<file path="config.mk">
export PLATFORM = sky130hd
export DESIGN_NAME = tefr_edge_eval
export DESIGN_NICKNAME = d
export VERILOG_FILES = /design/src/sv/tefr_pkg.sv /design/src/sv/tefr_edge_eval.sv
export SDC_FILE = /design/constraint.sdc
export NUM_CORES = 2
export LEC_CHECK = 0
export ABC_AREA = 1
export CORE_AREA = 8 8 436 438
export DETAILED_ROUTE_END_ITERATION = 10
export DIE_AREA = 0 0 444 446
export DONT_BUFFER_PORTS = 1
export PLACE_DENSITY = 0.63
export REMOVE_ABC_BUFFERS = 1
export SETUP_SLACK_MARGIN = 0.2
export SLEW_MARGIN = 5
export SYNTH_ARGS = -nofsm -noshare
export SYNTH_HDL_FRONTEND = slang
export SYNTH_SLANG_ARGS = --single-unit
</file>
<file path="constraint.sdc">
create_clock -name clk -period 11.29 [get_ports clk]
set_clock_uncertainty 0.05 [all_clocks]
set_input_delay 0.5645 -clock clk [delete_from_list [all_inputs] [get_ports clk]]
set_output_delay 0.5645 -clock clk [all_outputs]
set_load 0.01 [all_outputs]
</file>
<file path="src/sv/tefr_pkg.sv">
// shared types and constants of the half-space triangle rasterizer
`timescale 1ns / 1ps

package tefr_pkg;

  // default coordinate width
  localparam int COORD_BITS_DEF = 14;

  // fixed field widths
  localparam int CANVAS_BITS    = 13;
  localparam int COLOR_BITS     = 32;
  localparam int STATUS_BITS    = 3;
  localparam int CFG_INDEX_BITS = 2;

  // configuration register indexes
  localparam logic [CFG_INDEX_BITS-1:0] REG_CANVAS_WIDTH  = 2'd0;
  localparam logic [CFG_INDEX_BITS-1:0] REG_CANVAS_HEIGHT = 2'd1;
  localparam logic [CFG_INDEX_BITS-1:0] REG_FILL_BIAS     = 2'd2;

  // configuration reset values
  localparam logic [CANVAS_BITS-1:0] CANVAS_WIDTH_RST  = 13'd640;
  localparam logic [CANVAS_BITS-1:0] CANVAS_HEIGHT_RST = 13'd480;

  // request kinds
  localparam logic REQ_LOAD = 1'b0;
  localparam logic REQ_STEP = 1'b1;

  // result status codes
  typedef enum logic [STATUS_BITS-1:0] {
    ST_ACCEPT = 3'd0,
    ST_REJECT = 3'd1,
    ST_WRITE  = 3'd2,
    ST_SKIP   = 3'd3,
    ST_IDLE   = 3'd4
  } status_t;

  // control record passed from the sequencer to the edge evaluator
  typedef struct packed {
    logic    is_step;
    status_t status;
    logic    last;
    logic    on_canvas;
  } ctl_t;

endpackage

</file>
<file path="src/sv/tefr_edge_eval.sv">
// edge function multiply stage, coverage test and result register
`timescale 1ns / 1ps

module tefr_edge_eval import tefr_pkg::*; #(
  parameter int COORD_BITS = COORD_BITS_DEF
) (
  input  logic                          clk,
  input  logic                          rst_n,
  // from the sequencer
  input  logic                          up_valid,
  output logic                          up_ready,
  input  ctl_t                          up_ctl,
  input  logic signed [COORD_BITS-1:0]  up_px,
  input  logic signed [COORD_BITS-1:0]  up_py,
  input  logic signed [COORD_BITS:0]    up_dx [3],
  input  logic signed [COORD_BITS:0]    up_dy [3],
  input  logic signed [COORD_BITS:0]    up_ex [3],
  input  logic signed [COORD_BITS:0]    up_ey [3],
  input  logic [2:0]                    up_bias,
  input  logic [COLOR_BITS-1:0]         up_color,
  // result register
  output logic                          out_valid,
  input  logic                          out_ready,
  output status_t                       out_status,
  output logic signed [COORD_BITS-1:0]  out_px,
  output logic signed [COORD_BITS-1:0]  out_py,
  output logic [COLOR_BITS-1:0]         out_color,
  output logic                          out_last
);

  localparam int DW = COORD_BITS + 1;
  localparam int PW = 2 * DW;
  localparam int EW = PW + 2;

  typedef logic signed [PW-1:0] prod_t;
  typedef logic signed [EW-1:0] efn_t;

  logic                           s3_valid_r;
  ctl_t                           s3_ctl_r;
  logic signed [COORD_BITS-1:0]   s3_px_r, s3_py_r;
  prod_t                          s3_p0_r [3], s3_p1_r [3];
  logic [2:0]                     s3_bias_r;
  logic [COLOR_BITS-1:0]          s3_color_r;

  logic                           out_valid_r;
  status_t                        out_status_r, out_status_nxt;
  logic signed [COORD_BITS-1:0]   out_px_r, out_py_r;
  logic [COLOR_BITS-1:0]          out_color_r, out_color_nxt;
  logic                           out_last_r;

  logic out_free, s3_free, s3_fire;
  efn_t efn [3];
  logic covered;

  // handshake
  assign out_free = !out_valid_r || out_ready;
  assign s3_free  = !s3_valid_r || out_free;
  assign s3_fire  = s3_valid_r && out_free;
  assign up_ready = s3_free;

  // six independent products, one per edge term
  always_ff @(posedge clk) begin
    if (!rst_n) begin
      s3_valid_r <= 1'b0;
    end else if (s3_free) begin
      s3_valid_r <= up_valid;
    end
    if (s3_free && up_valid) begin
      s3_ctl_r   <= up_ctl;
      s3_px_r    <= up_px;
      s3_py_r    <= up_py;
      s3_bias_r  <= up_bias;
      s3_color_r <= up_color;
      for (int i = 0; i < 3; i++) begin
        s3_p0_r[i] <= PW'(up_ex[i]) * PW'(up_dy[i]);
        s3_p1_r[i] <= PW'(up_ey[i]) * PW'(up_dx[i]);
      end
    end
  end

  // edge functions plus bias, covered when all are at most zero
  always_comb begin
    covered = 1'b1;
    for (int i = 0; i < 3; i++) begin
      efn[i] = EW'(s3_p0_r[i]) - EW'(s3_p1_r[i]) + $signed({{(EW-1){1'b0}}, s3_bias_r[i]});
      if (!(efn[i][EW-1] || (efn[i] == '0))) begin
        covered = 1'b0;
      end
    end
    out_status_nxt = s3_ctl_r.status;
    out_color_nxt  = '0;
    if (s3_ctl_r.is_step) begin
      if (covered && s3_ctl_r.on_canvas) begin
        out_status_nxt = ST_WRITE;
        out_color_nxt  = s3_color_r;
      end else begin
        out_status_nxt = ST_SKIP;
      end
    end
  end

  // result register
  always_ff @(posedge clk) begin
    if (!rst_n) begin
      out_valid_r <= 1'b0;
    end else if (out_free) begin
      out_valid_r <= s3_valid_r;
    end
    if (s3_fire) begin
      out_status_r <= out_status_nxt;
      out_px_r     <= s3_px_r;
      out_py_r     <= s3_py_r;
      out_color_r  <= out_color_nxt;
      out_last_r   <= s3_ctl_r.last;
    end
  end

  assign out_valid  = out_valid_r;
  assign out_status = out_status_r;
  assign out_px     = out_px_r;
  assign out_py     = out_py_r;
  assign out_color  = out_color_r;
  assign out_last   = out_last_r;

endmodule

</file>
==> results_dict.tcl <==
set metrics [dict create \
    yosys_warnings 0 \
    ys_seq_elements 315 \
    grt_pass1_wl_um 293000 \
    cp.depth 19 \
    netlist_top_cells_area "fa_1 38%, inv_1 14%, edfxtp_1 13%, ha_1 12%, nand2_1 11%" \
    grt_max_degree 69 \
    period_share_pct 51.9 \
    cts-resized-gates 0 \
    crit_slowest_cell "fa_1" \
    crit_buf_inv 3 \
    globalplace.congestion 0.887 \
    cts_buffer_depth 3 \
    synth_cells 8594 \
    yosysTopAreaCell "fa_1" \
    crit_top_cell "fa_1" \
    max-slew-margin-rel_pct 32.8 \
    die_height_um 446 \
    area_growth_pct 6.50 \
    yosysTopAreaCellShare_pct 37.7 \
    cts_sinks 315 \
    grt_pass1_vias 56174 \
    timing.fmax_mhz 171 \
    final_cell_mix "2677 x inv_1, 2124 x nand2_1, 1335 x fa_1, 675 x ha_1, 313 x edfxtp_1" \
    wire_per_inst_um 16.2 \
    wirelength_um 178000 \
    mostFrequentLayoutCell "inv_1" \
    startpoint "up_ey[29]" \
    clk_latency_ns 0.65 \
    start_util_pct 38.6 \
    criticalPathCategory "in -> reg" \
    r2r_cells 23 \
    route.detailed.drc 0 \
    finalMaxSlewViolations 0 \
    ios 319 \
    syn_avg_cell_area_um2 8.26 \
    rsz0062_at_grt "no" \
    endpoint "s3_p1_r[0][58]$_DFFE_PP_" \
    r2r_start "s3_p0_r[0][60]$_DFFE_PP_" \
    path_max_fanout 15 \
    antenna_left 0 \
    max_stage_delay_ns 0.93 \
    worstPathArrival_ns 6.20 \
    core_area_um2 184000 \
    drt_iter0_drc 2671 \
    ys_types 46 \
    grt-ovfl-total 0 \
    seq_area_frac_synth_pct 13.3 \
    syn_area_um2 71000 \
    regArea_um2 9440 \
    vias 52342 \
    dieArea_um2 198000 \
    layout-drive-gt1-share_pct 2.26 \
    numCtsBuffers 44 \
    die_w_um 444 \
    setup_viol 0 \
    vias_per_cell 4.77 \
    drtPass1Iterations 6 \
    num_rows 158 \
    reg2reg_to "out_color[10]$_SDFFCE_PN0P_" \
    hold_violations 0 \
    path_cells "nand2_1 > inv_1 > fa_1 > fa_1 > fa_1 > fa_1 > fa_1 > inv_1 > fa_1 > inv_1 > ha_1 > nand2_1 > nor4_1 > nand4_1 > nand3_1 > nand3_1 > nand2_1 > a41oi_1 > xor2_1" \
    hold_class "in -> reg" \
    async_flop_share_pct 0 \
    nNetsFinal 10794 \
    synth_edf_count 313 \
    dp_hpwl_um 151000 \
    clk_pin_slew_ns 0.06 \
    io_buffers 0 \
    htree_levels 2 \
    antenna_found_initial 8 \
    maxCapViolations 0 \
    worst_pin_slew_ns 1.01 \
    cp_top_family "adder cells" \
    fill_cells 18355 \
    end_kind "flop" \
    synthFlopType "edfxtp_1" \
    ff2ff_setup_slack_ns 6.83 \
    cp.required_ns 11.63 \
    multiInputGateArea_um2 50700 \
    cp-start-kind "primary input" \
    fin_setup_tns_ns 0 \
    status "finished clean" \
    cts_tree "done" \
    whs_path_depth 2 \
    root_buffer "clkbuf_16" \
    track_usage_pct 18.2 \
    period_needed_ns 5.86 \
]
## logic make-up after synthesis
kind of cell    after synthesis  synth area share (%)
buf+inv                    2867                  15.2
simple gates               2747                  15.7
fa+ha+maj                  2010                  49.6
compound gates              417                  3.29
flops                       315                  13.3
xor+xnor                    238                  2.94
## registers in the layout (all words and copies together), names as in the netlist
| name | flops |
|---|---|
| s3_ctl_r | 6 |
| s3_py_r | 14 |
| s3_bias_r | 3 |
| s3_px_r | 14 |
| s3_p0_r | 90 |
| out_px | 14 |
| out_last | 1 |
| out_valid | 1 |
| s3_color_r | 32 |
| out_py | 14 |
| s3_valid_r | 1 |
| s3_p1_r | 90 |
| out_status | 3 |
| out_color | 32 |
## Yosys cell counts (4+ instances only)
library cell and n:
a31oi_1 16, a21o_1 10, o221ai_1 8, o211ai_1 6
a21boi_0 5, ha_1 675, nand2_1 2124, nand2_2 15
a21oi_1 226, nor3_1 34, buf_1 5, o21ai_1 4
clkbuf_1 175, nor4_1 10, or2_2 28, edfxtp_1 313
nand4_1 50, xnor2_1 102, o21bai_1 10, nand3_1 142
nor2_1 274, buf_6 6, and2_1 9, o21a_1 14
inv_1 2678, fa_1 1335, nor2_2 17, nand3_2 6
xor2_1 136, o21ai_0 92, o2111ai_1 4, nor3_2 33
a211oi_1 4, o31ai_1 7
## worst min-delay path by stage
stage	to	slack (ns)	start
global route	s3_p0_r[0][30]$_DFFE_PP_	0.06	up_ex[15]
detailed placement	out_px[11]$_DFFE_PP_	0.35	s3_px_r[11]$_DFFE_PP_
global placement	out_py[9]$_DFFE_PP_	0.35	s3_py_r[9]$_DFFE_PP_
finish	s3_p1_r[0][0]$_DFFE_PP_	0.09	up_dx[30]
floorplan	out_last$_DFFE_PP_	0.35	s3_ctl_r[1]$_DFFE_PP_
CTS	s3_p1_r[0][0]$_DFFE_PP_	0.03	up_dx[30]
## metrics by stage
stage | utilization, % | cell area [um^2] | cells | hold slack (ns) | setup slack, ns
3_3_place_gp | 39.9 | 73300 | 10815 | 0.350 | 4.97
3_5_place_dp | 39.9 | 73300 | 10815 | 0.355 | 4.82
6_report | 41.2 | 75600 | 10969 | 0.0948 | 5.43
2_1_floorplan | - | 70200 | 8408 | 0.350 | 4.98
5_1_grt | 41.2 | 75600 | 10969 | 0.0640 | 5.17
4_1_cts | 41.1 | 75600 | 10966 | 0.0313 | 5.55
## timing repair
item | 4_1_cts | 5_1_grt
endpoints found under the hold margin | 71 | 0
setup endpoints to repair | 0 | 0
hold buffers | 70 | 0
buffers inserted | 0 | 0
## metal layers
| metal | share of wire, % | GRT usage [%] | vias up | wire length [um] |
|---|---|---|---|---|
| li1 | - | - | 24744 | - |
| met1 | 39 | 21.8 | 25873 | 68800 |
| met2 | 52 | 33.9 | 1441 | 93000 |
| met3 | 5.7 | 2.46 | 280 | 10100 |
| met4 | 3.4 | 5.63 | 4 | 6090 |
| met5 | 0.015 | 0 | - | 26 |
## layout make-up
type / instances / area share [%]
Clock inverter: 33 / 0.601
Antenna cell: 3 / 0.00993
Timing Repair Buffer: 77 / 0.997
Clock buffer: 48 / 1.48
Tap cell: 2400 / 3.97
Multi-Input combinational cell: 5412 / 67.1
Inverter: 2681 / 13.3
Sequential cell: 315 / 12.5
Power is not shown: default switching activity piles up to over one toggle a cycle in this logic, so the estimate is an artifact.
