==> src/sv/tefr_pkg.sv <==
// shared types and constants of the half-space triangle rasterizer
`timescale 1ns / 1ps

package tefr_pkg;

  // default coordinate width
  localparam int COORD_BITS_DEF = 14;

  // fixed field widths
  localparam int CANVAS_BITS    = 13;
  localparam int COLOR_BITS     = 32;
  localparam int STATUS_BITS    = 3;
  localparam int CFG_INDEX_BITS = 2;

  // configuration register indexes
  localparam logic [CFG_INDEX_BITS-1:0] REG_CANVAS_WIDTH  = 2'd0;
  localparam logic [CFG_INDEX_BITS-1:0] REG_CANVAS_HEIGHT = 2'd1;
  localparam logic [CFG_INDEX_BITS-1:0] REG_FILL_BIAS     = 2'd2;

  // configuration reset values
  localparam logic [CANVAS_BITS-1:0] CANVAS_WIDTH_RST  = 13'd640;
  localparam logic [CANVAS_BITS-1:0] CANVAS_HEIGHT_RST = 13'd480;

  // request kinds
  localparam logic REQ_LOAD = 1'b0;
  localparam logic REQ_STEP = 1'b1;

  // result status codes
  typedef enum logic [STATUS_BITS-1:0] {
    ST_ACCEPT = 3'd0,
    ST_REJECT = 3'd1,
    ST_WRITE  = 3'd2,
    ST_SKIP   = 3'd3,
    ST_IDLE   = 3'd4
  } status_t;

  // control record passed from the sequencer to the edge evaluator
  typedef struct packed {
    logic    is_step;
    status_t status;
    logic    last;
    logic    on_canvas;
  } ctl_t;

endpackage

==> src/sv/tefr_seq.sv <==
// input register, triangle setup and bounding box scan sequencer
`timescale 1ns / 1ps

module tefr_seq import tefr_pkg::*; #(
  parameter int COORD_BITS = COORD_BITS_DEF
) (
  input  logic                          clk,
  input  logic                          rst_n,
  // configuration writes
  input  logic                          cfg_we,
  input  logic [CFG_INDEX_BITS-1:0]     cfg_index,
  input  logic [CANVAS_BITS-1:0]        cfg_wdata,
  // request side
  input  logic                          in_valid,
  output logic                          in_ready,
  input  logic                          in_req_type,
  input  logic signed [COORD_BITS-1:0]  in_vtx [6],
  input  logic [COLOR_BITS-1:0]         in_color,
  // toward the edge evaluator
  output logic                          dn_valid,
  input  logic                          dn_ready,
  output ctl_t                          dn_ctl,
  output logic signed [COORD_BITS-1:0]  dn_px,
  output logic signed [COORD_BITS-1:0]  dn_py,
  output logic signed [COORD_BITS:0]    dn_dx [3],
  output logic signed [COORD_BITS:0]    dn_dy [3],
  output logic signed [COORD_BITS:0]    dn_ex [3],
  output logic signed [COORD_BITS:0]    dn_ey [3],
  output logic [2:0]                    dn_bias,
  output logic [COLOR_BITS-1:0]         dn_color
);

  localparam int C    = COORD_BITS;
  localparam int DW   = COORD_BITS + 1;
  localparam int CMPW = ((COORD_BITS > CANVAS_BITS) ? COORD_BITS : CANVAS_BITS) + 2;

  typedef logic signed [C-1:0]    crd_t;
  typedef logic signed [DW-1:0]   dlt_t;
  typedef logic signed [CMPW-1:0] cmp_t;

  // configuration registers
  logic [CANVAS_BITS-1:0] width_r, height_r;
  logic                   fr_bias_r;

  // input register
  logic                   s1_valid_r;
  logic                   s1_req_r;
  crd_t                   s1_vtx_r [6];
  logic [COLOR_BITS-1:0]  s1_color_r;

  // triangle and scan state
  crd_t vx_r [3], vx_nxt [3];
  crd_t vy_r [3], vy_nxt [3];
  dlt_t ex_r [3], ex_nxt [3];
  dlt_t ey_r [3], ey_nxt [3];
  logic [2:0] bias_r, bias_nxt;
  logic [COLOR_BITS-1:0] color_r, color_nxt;
  crd_t ymin_r, ymin_nxt, xmax_r, xmax_nxt, ymax_r, ymax_nxt;
  crd_t sx_r, sx_nxt, sy_r, sy_nxt;
  logic active_r, active_nxt;

  // stage toward the evaluator
  logic                   s2_valid_r;
  ctl_t                   s2_ctl_r, s2_ctl_nxt;
  crd_t                   s2_px_r, s2_px_nxt, s2_py_r, s2_py_nxt;
  dlt_t                   s2_dx_r [3], s2_dx_nxt [3];
  dlt_t                   s2_dy_r [3], s2_dy_nxt [3];

  logic s2_free, s1_fire;

  // load setup values
  crd_t lx [3], ly [3];
  crd_t xmin, xmax, ymin, ymax;
  logic ld_reject;
  logic [2:0] ld_tl;
  dlt_t lex [3], ley [3];

  // step values
  dlt_t ny;
  logic st_last, st_on_canvas;

  function automatic cmp_t cext(input crd_t v);
    return CMPW'(v);
  endfunction

  function automatic cmp_t uext(input logic [CANVAS_BITS-1:0] v);
    return $signed({{(CMPW-CANVAS_BITS){1'b0}}, v});
  endfunction

  // handshake
  assign s2_free  = !s2_valid_r || dn_ready;
  assign s1_fire  = s1_valid_r && s2_free;
  assign in_ready = !s1_valid_r || s2_free;

  // bounding box, reject test and edge setup of a load
  always_comb begin
    for (int i = 0; i < 3; i++) begin
      lx[i] = s1_vtx_r[2*i];
      ly[i] = s1_vtx_r[2*i+1];
    end
    xmin = (lx[0] < lx[1]) ? lx[0] : lx[1];
    xmin = (xmin < lx[2]) ? xmin : lx[2];
    xmax = (lx[0] > lx[1]) ? lx[0] : lx[1];
    xmax = (xmax > lx[2]) ? xmax : lx[2];
    ymin = (ly[0] < ly[1]) ? ly[0] : ly[1];
    ymin = (ymin < ly[2]) ? ymin : ly[2];
    ymax = (ly[0] > ly[1]) ? ly[0] : ly[1];
    ymax = (ymax > ly[2]) ? ymax : ly[2];
    ld_reject = xmax[C-1] || (cext(xmin) >= uext(width_r)) ||
                ymax[C-1] || (cext(ymin) >= uext(height_r)) ||
                (xmin == xmax) || (ymin == ymax);
    for (int i = 0; i < 3; i++) begin
      int b;
      b = (i == 2) ? 0 : i + 1;
      lex[i] = DW'(lx[b]) - DW'(lx[i]);
      ley[i] = DW'(ly[b]) - DW'(ly[i]);
      ld_tl[i] = !(((ly[i] == ly[b]) && (lx[i] < lx[b])) || (ly[i] < ly[b]));
    end
  end

  // scan position tests of a step
  always_comb begin
    ny           = DW'(sy_r) + DW'(1);
    st_last      = ((DW'(sx_r) + DW'(1)) == DW'(xmax_r)) && (ny == DW'(ymax_r));
    st_on_canvas = !sx_r[C-1] && (cext(sx_r) < uext(width_r)) &&
                   !sy_r[C-1] && (cext(sy_r) < uext(height_r));
  end

  // next state and stage contents
  always_comb begin
    vx_nxt     = vx_r;
    vy_nxt     = vy_r;
    ex_nxt     = ex_r;
    ey_nxt     = ey_r;
    bias_nxt   = bias_r;
    color_nxt  = color_r;
    ymin_nxt   = ymin_r;
    xmax_nxt   = xmax_r;
    ymax_nxt   = ymax_r;
    sx_nxt     = sx_r;
    sy_nxt     = sy_r;
    active_nxt = active_r;
    s2_ctl_nxt = '{is_step: 1'b0, status: ST_IDLE, last: 1'b0, on_canvas: 1'b0};
    s2_px_nxt  = '0;
    s2_py_nxt  = '0;
    for (int i = 0; i < 3; i++) begin
      s2_dx_nxt[i] = DW'(sx_r) - DW'(vx_r[i]);
      s2_dy_nxt[i] = DW'(sy_r) - DW'(vy_r[i]);
    end
    if (s1_req_r == REQ_LOAD) begin
      vx_nxt    = lx;
      vy_nxt    = ly;
      color_nxt = s1_color_r;
      if (ld_reject) begin
        active_nxt        = 1'b0;
        s2_ctl_nxt.status = ST_REJECT;
        s2_ctl_nxt.last   = 1'b1;
      end else begin
        ex_nxt            = lex;
        ey_nxt            = ley;
        bias_nxt          = fr_bias_r ? ld_tl : 3'b000;
        ymin_nxt          = ymin;
        xmax_nxt          = xmax;
        ymax_nxt          = ymax;
        sx_nxt            = xmin;
        sy_nxt            = ymin;
        active_nxt        = 1'b1;
        s2_ctl_nxt.status = ST_ACCEPT;
      end
    end else if (active_r) begin
      s2_ctl_nxt.is_step   = 1'b1;
      s2_ctl_nxt.status    = ST_SKIP;
      s2_ctl_nxt.last      = st_last;
      s2_ctl_nxt.on_canvas = st_on_canvas;
      s2_px_nxt            = sx_r;
      s2_py_nxt            = sy_r;
      if (st_last) begin
        active_nxt = 1'b0;
      end else if (ny >= DW'(ymax_r)) begin
        sy_nxt = ymin_r;
        sx_nxt = C'(DW'(sx_r) + DW'(1));
      end else begin
        sy_nxt = C'(ny);
      end
    end
  end

  // configuration registers
  always_ff @(posedge clk) begin
    if (!rst_n) begin
      width_r   <= CANVAS_WIDTH_RST;
      height_r  <= CANVAS_HEIGHT_RST;
      fr_bias_r <= 1'b0;
    end else if (cfg_we) begin
      case (cfg_index)
        REG_CANVAS_WIDTH:  width_r   <= cfg_wdata;
        REG_CANVAS_HEIGHT: height_r  <= cfg_wdata;
        REG_FILL_BIAS:     fr_bias_r <= cfg_wdata[0];
        default: ;
      endcase
    end
  end

  // input register
  always_ff @(posedge clk) begin
    if (!rst_n) begin
      s1_valid_r <= 1'b0;
    end else if (in_ready) begin
      s1_valid_r <= in_valid;
    end
    if (in_ready && in_valid) begin
      s1_req_r   <= in_req_type;
      s1_vtx_r   <= in_vtx;
      s1_color_r <= in_color;
    end
  end

  // triangle state
  always_ff @(posedge clk) begin
    if (!rst_n) begin
      active_r <= 1'b0;
    end else if (s1_fire) begin
      active_r <= active_nxt;
    end
    if (s1_fire) begin
      vx_r    <= vx_nxt;
      vy_r    <= vy_nxt;
      ex_r    <= ex_nxt;
      ey_r    <= ey_nxt;
      bias_r  <= bias_nxt;
      color_r <= color_nxt;
      ymin_r  <= ymin_nxt;
      xmax_r  <= xmax_nxt;
      ymax_r  <= ymax_nxt;
      sx_r    <= sx_nxt;
      sy_r    <= sy_nxt;
    end
  end

  // stage register toward the evaluator
  always_ff @(posedge clk) begin
    if (!rst_n) begin
      s2_valid_r <= 1'b0;
    end else if (s2_free) begin
      s2_valid_r <= s1_fire;
    end
    if (s1_fire) begin
      s2_ctl_r <= s2_ctl_nxt;
      s2_px_r  <= s2_px_nxt;
      s2_py_r  <= s2_py_nxt;
      s2_dx_r  <= s2_dx_nxt;
      s2_dy_r  <= s2_dy_nxt;
    end
  end

  // edge setup and color are read from the latched triangle
  assign dn_valid = s2_valid_r;
  assign dn_ctl   = s2_ctl_r;
  assign dn_px    = s2_px_r;
  assign dn_py    = s2_py_r;
  assign dn_dx    = s2_dx_r;
  assign dn_dy    = s2_dy_r;
  assign dn_ex    = ex_r;
  assign dn_ey    = ey_r;
  assign dn_bias  = bias_r;
  assign dn_color = color_r;

endmodule

==> config.mk <==
export PLATFORM = sky130hd
export DESIGN_NAME = tefr_seq
export DESIGN_NICKNAME = d
export VERILOG_FILES = /design/src/sv/tefr_pkg.sv /design/src/sv/tefr_seq.sv
export SDC_FILE = /design/constraint.sdc
export NUM_CORES = 1
export LEC_CHECK = 0
export ABC_AREA = 1
export BUFFER_PORTS_ARGS = -buffer_cell sky130_fd_sc_hd__buf_2
export CAP_MARGIN = 20
export CORE_AREA = 3 3 276 197
export CTS_BUF_LIST = sky130_fd_sc_hd__clkbuf_8
export CTS_CLUSTER_DIAMETER = 120
export CTS_CLUSTER_SIZE = 14
export DETAILED_ROUTE_END_ITERATION = 10
export DIE_AREA = 0 0 279 200
export PLACE_DENSITY = 0.79
export SYNTH_ARGS = -nofsm -noshare
export SYNTH_HDL_FRONTEND = slang
export SYNTH_SLANG_ARGS = --single-unit
==> constraint.sdc <==
create_clock -name clk -period 27.2 [get_ports clk]
set_clock_uncertainty 0.05 [all_clocks]
set_input_delay 2.72 -clock clk [delete_from_list [all_inputs] [get_ports clk]]
set_output_delay 2.72 -clock clk [all_outputs]
set_load 0.02 [all_outputs]
==> out/results.tsv, run 1 <==
metric	value	unit
synth_fa_ha_area_frac	0.1306	
cts_htree_levels	2	
setup_tns	0	ns
synth_top_area_cell	edfxtp_1	
synthesis.nets	3310	
period_minus_slack	8.388	ns
port_buffers	387	
hpwl	74260	um
powerDensity	59.75	nW/um^2
area_delta_synth_final	11.64	%
cp_max_fo	69	
grt_max_degree	90	
route.detailed.drc	0	
cpLargestDelayFamily	simple AND/OR/NAND/NOR gates	
rr_endpoint	dn_ey[34]$_DFFE_PP_	
finalHoldViolCount	0	
rr_startpoint	lx[15]$_DFFE_PP_	
numCtsBuffers	45	
die-area	55800	um^2
synth_area_leaders	edfxtp_1 (52%), ha_1 (12%), nand2_1 (5.9%), inv_1 (5.5%), xor2_1 (3.5%)	
fmax	119.2	MHz
ant_nets	0	
pin_count	388	
firstDrtPassIters	8	
status	finished clean	
maxCapViolCount	0	
ff2ff_setup_slack	18.81	ns
finalCritPeriodShare	0.3084	
reg2reg_depth	31	
layout_commonest_cell	edfxtp_1	
ys.warnings.count	0	
synth-seq-area-share	0.5394	
hold_buffers	0	
crit_top_cell	nand2_1	
synthMuxAreaShare	0.0003336	
synth_top_area_share	0.5193	
clock_latency	0.67	ns
multi_input_area	11970	um^2
cp-start-kind	register	
synth_compound_area_frac	0.09644	
max_stage_delay	0.82	ns
end_kind	register	
fill_cells	4128	
avgSynthCellArea	10.47	um^2
tightest_slew	0.9626	ns
cts_resized	0	
grt_pass1_vias	21850	
synth_area	30010	um^2
hold_class	register to register	
slew_headroom	0.3543	
die_x	279	um
maxSlewViolCount	0	
synth_seq_cells	549	
hp-start	s1_color_r[27]$_DFFE_PP_	
globalplace.congestion	0.9823	
grtUsageTotal	0.3291	
layout-drive-gt1-share	0.1535	
layout_common_cells	edfxtp_1 (519), nand2_1 (469), inv_1 (465)	
via_per_inst	5.827	
synthXorXnorAreaFrac	0.04787	
crit_slowest_cell	buf_4	
core-area	51940	um^2
ys_async_sr_fraction	0	
nets	3717	
criticalPathCategory	register to register	
antenna_found_initial	4	
hold_end	dn_color[27]$_DFFE_PP_	
seq_area	16190	um^2
clkSinkCount	549	
finalSetupViolCount	0	
synth_edf_count	519	
n_antenna_cell	0	
drt-initial-drc-count	3027	
synth_ff_type	edfxtp_1	
fp.dieH	200	um
cts.clk_slew.worst_paths	0.10	ns
grt-ovfl-total	0	
cp.required	27.42	ns
cts_tree	yes	
start_util	0.5778	
postCtsSetupRepairBufs	0	
synth_top_family_by_area	adder cells	
p_leak	15.15	nW
vias	23226	
final_core_util	0.6450	
rows	70	
grt_setup_unrepaired	no	
grt_pass1_wl	136000	um
wl	93200	um
synthSimpleGateAreaFrac	0.1234	
cts-root-buf	clkbuf_8	
critPathBufInv	2	
synth_cell_types	51	
ir_drop	0.00004910	V
cts_buffer_depth	3	
placed_cell_area	32710	um^2
wl_per_cell	23.38	um
fin_area	33500	um^2
hold_path_depth	0	
cp.depth	31	
cp.arrival	8.61	ns
syn_inst	2867	
## through the flow
step / worst slack [ns] / instances / hold WS, ns / power (mW)
floorplan: 15.54 / 2867 / 0.3503 / 1.398
global placement: 19.04 / 3908 / 0.3509 / 1.551
detailed placement: 18.90 / 3910 / 0.3565 / 1.564
CTS: 18.81 / 3985 / 0.3659 / 1.996
global route: 18.14 / 3986 / 0.3803 / 2.101
finish: 18.81 / 3986 / 0.3662 / 2.002
## flip-flops by register name, indices dropped and copies added, names as in the netlist, 32 cells and up
name / count
vy_r: 42
lx: 42
s1_color_r: 32
dn_dy: 45
dn_dx: 45
ly: 42
dn_color: 32
vx_r: 42
dn_ex: 45
dn_ey: 45
## report_power, final
part           switching [mW]  total, mW  internal (mW)
Combinational           0.365      0.536          0.171
Sequential             0.0344       1.03          0.992
Clock                   0.278      0.439          0.161
Total                   0.677       2.00           1.32
## cell type report
| cell class | count | share of cell area |
|---|---|---|
| sequential | 549 | 0.4831 |
| multi-input combinational | 1833 | 0.3573 |
| timing repair buffer | 398 | 0.06077 |
| inverter | 447 | 0.05031 |
| tap | 684 | 0.02555 |
| clock buffer | 47 | 0.01931 |
| clock inverter | 28 | 0.003623 |
## cell usage after synthesis (3+ instances only)
| library cell | count |
|---|---|
| a211oi_1 | 11 |
| nand3b_1 | 16 |
| a211o_1 | 3 |
| nand2_4 | 9 |
| xnor2_1 | 43 |
| nor2_1 | 132 |
| a21oi_1 | 206 |
| clkbuf_1 | 28 |
| a21o_1 | 19 |
| nand2_1 | 469 |
| or2_2 | 3 |
| o21ai_0 | 200 |
| o21bai_1 | 9 |
| nand2_2 | 28 |
| o221ai_1 | 11 |
| inv_2 | 4 |
| nor3_1 | 19 |
| o21ai_1 | 6 |
| edfxtp_1 | 519 |
| nand4_1 | 33 |
| a31oi_1 | 19 |
| fa_1 | 12 |
| inv_1 | 442 |
| nand3_2 | 4 |
| o21a_1 | 6 |
| a2111oi_0 | 5 |
| buf_2 | 5 |
| xor2_1 | 121 |
| dfxtp_1 | 30 |
| nor4_1 | 5 |
| and2_1 | 8 |
| o211ai_1 | 9 |
| ha_1 | 294 |
| nand3_1 | 115 |
## per-layer routing
metal  share of wire  routed length, um  GRT usage
met1            0.46              42990     0.5303
met2            0.38              35630     0.4342
met3            0.14              12850    0.09731
met4           0.018               1709    0.06628
met5         0.00021                 20          0
## kinds of logic after synthesis
family          after synthesis
simple gates                844
flops                       549
compound gates              518
buf+inv                     485
fa+ha+maj                   306
xor+xnor                    164
mux                           1
## worst max-delay path by stage
stage | to | startpoint
after floorplan | dn_bias[0]$_SDFFCE_PN0P_ | dn_ready
after detailed placement | dn_ey[0]$_DFFE_PP_ | lx[26]$_DFFE_PP_
after global routing | dn_ey[34]$_DFFE_PP_ | lx[41]$_DFFE_PP_
after CTS | dn_ey[34]$_DFFE_PP_ | lx[29]$_DFFE_PP_
final | dn_ey[34]$_DFFE_PP_ | lx[15]$_DFFE_PP_
after global placement | dn_ey[31]$_DFFE_PP_ | lx[29]$_DFFE_PP_
Power figures use the tool's default switching activity.
==> run 2: changes to the inputs <==
Settings changed: ABC_AREA 1 to 0, CORE_AREA 3 3 276 197 to 3 3 291 207, DIE_AREA 0 0 279 200 to 0 0 294 210.
Clock period 27.2 ns to 6.96 ns, I/O delays scaled along.
==> out/results.tsv, run 2 <==
metric	value	unit
synthesis.nets	3349	
synth_cell_types	86	
yosysMostFrequentCell	edfxtp_1	
cpLargestDelayFamily	compound AO/OA/AOI/OAI gates	
numCtsBuffers	45	
max_stage_delay	0.54	ns
finalSetupViolCount	164	
ys.warnings.count	0	
layout-drive-gt1-share	0.2312	
cts_tree	yes	
route.detailed.drc	0	
synth_area_leaders	edfxtp_1 (49%), ha_1 (12%), inv_1 (4.3%), nor2_1 (2.7%), o21ai_0 (2.7%)	
yosys-top-cells-count	edfxtp_1 (519), inv_1 (363), ha_1 (294)	
grt_max_degree	70	
crit_slowest_cell	or4_1	
via_per_inst	6.055	
layout_common_cells	edfxtp_1 (519), buf_2 (387), inv_1 (361)	
start_util	0.5477	
synth-seq-area-share	0.5106	
hold_buffers	0	
clkSinkCount	549	
avgSynthCellArea	10.91	um^2
hold_end	lx[6]$_DFFE_PP_	
rr_endpoint	dn_ex[25]$_DFFE_PP_	
ir_drop	0.0001653	V
pin_count	388	
synth_top_area_cell	edfxtp_1	
cp.arrival	7.53	ns
core-area	57870	um^2
hpwl	80620	um
cp_max_fo	6	
cts.clk_slew.worst_paths	0.12	ns
firstDrtPassIters	9	
cp-start-kind	register	
area_delta_synth_final	19.50	%
crit_top_cell	a21o_1	
wl	105900	um
p_leak	16.37	nW
hold_class	input port to register	
powerDensity	213.0	nW/um^2
end_kind	register	
die-area	61740	um^2
critPathBufInv	6	
status	finished, violations left	
period_minus_slack	7.202	ns
layout_commonest_cell	edfxtp_1	
port_buffers	387	
violations	negative setup slack	
cts-root-buf	clkbuf_8	
drt-initial-drc-count	3391	
grt_pass1_vias	23910	
clock_latency	0.69	ns
slew_headroom	0.2112	
ff2ff_setup_slack	-0.24	ns
cts_buffer_depth	3	
nets	3983	
grt_pass1_wl	151000	um
setup_tns	-29.41	ns
synth_top_area_share	0.4917	
synth_ff_type	edfxtp_1	
grtUsageTotal	0.3296	
maxSlewViolCount	0	
finalCritPeriodShare	1.035	
cts_htree_levels	2	
reg2reg_depth	32	
rr_startpoint	ly[20]$_DFFE_PP_	
ys_async_sr_fraction	0	
vias	26150	
hold_path_depth	1	
synth_seq_cells	549	
fmax	138.8	MHz
finalHoldViolCount	0	
rows	74	
synth_area	31700	um^2
criticalPathCategory	register to register	
hold_ws	0.1408	ns
grt-ovfl-total	0	
cp.required	7.29	ns
hp-start	in_vtx[20]	
die_x	294	um
wl_per_cell	24.51	um
fp.dieH	210	um
grt_setup_unrepaired	yes	
synth_edf_count	519	
antenna_found_initial	12	
maxCapViolCount	0	
tightest_slew	1.173	ns
syn_inst	2906	
ant_nets	0	
fin_ws	-0.2422	ns
globalplace.congestion	1.040	
## run 2: power breakdown
group	leakage, nW	switching [mW]	internal (mW)
sequential	5.07	0.0865	3.83
combinational	10.9	1.47	0.977
clock	0.388	1.10	0.598
total	16.4	2.66	5.41
## run 2: worst max-delay path by stage
stage                                 from  slack (ns)                  endpoint  cells after the start
after floorplan           ly[25]$_DFFE_PP_       -1.41  dn_bias[0]$_SDFFCE_PN0P_                     29
after global placement    lx[15]$_DFFE_PP_       -0.01       dn_ex[16]$_DFFE_PP_                     32
after detailed placement  lx[14]$_DFFE_PP_       -0.22       dn_ex[16]$_DFFE_PP_                     33
after CTS                 lx[29]$_DFFE_PP_        0.01       dn_ex[25]$_DFFE_PP_                     36
after global routing      lx[30]$_DFFE_PP_       -0.38       dn_ex[26]$_DFFE_PP_                     34
final                     ly[20]$_DFFE_PP_       -0.24       dn_ex[25]$_DFFE_PP_                     32
## run 2: metrics by stage
stage               area, um^2  total power [mW]    util  setup WS, ns  instances
floorplan                32010             5.392       -        -1.406       2906
detailed placement       36280             6.191  0.6270       -0.2207       4214
global route             37860             8.395  0.6543       -0.3793       4313
finish                   37880             8.067  0.6546       -0.2422       4319
CTS                      37340             7.923  0.6453       0.01087       4293
global placement         36280             6.159  0.6270      -0.01354       4213
## run 2: what timing repair did
action                                  4_1_cts  5_1_grt
resized for setup                            23       61
buffers inserted                             16       18
endpoints found under the hold margin         0        0
pin swaps                                    18       25
gates cloned                                  5        5
endpoints found under the setup margin      163      166
## run 2: layer usage
metal  vias up  global-route usage  part of all wire
met5         -                   0           0.00020
met4         4             0.07187             0.024
met3       192              0.1037              0.15
met2      1805              0.4495              0.39
met1     12398              0.5118              0.43
li1      11751                   -                 -
## run 2: final cells by class
type,instances,area (um^2)
fill,4435,19990
sequential,549,16190
multi-input combinational,1940,14500
timing repair buffer,640,4153
inverter,364,1373
tap,760,950.9
clock buffer,45,619.3
clock inverter,13,75.07
antenna,8,20.02
## run 2: cell families after synthesis
logic type | after synthesis | synth area share
muxes | 89 | 0.02996
DFF | 549 | 0.5106
AOI/OAI and AO/OA | 655 | 0.1343
buffers and inverters | 418 | 0.05064
xor gates and xnor gates | 147 | 0.04062
and+or+nand+nor | 742 | 0.1102
adders and majority gates | 306 | 0.1236
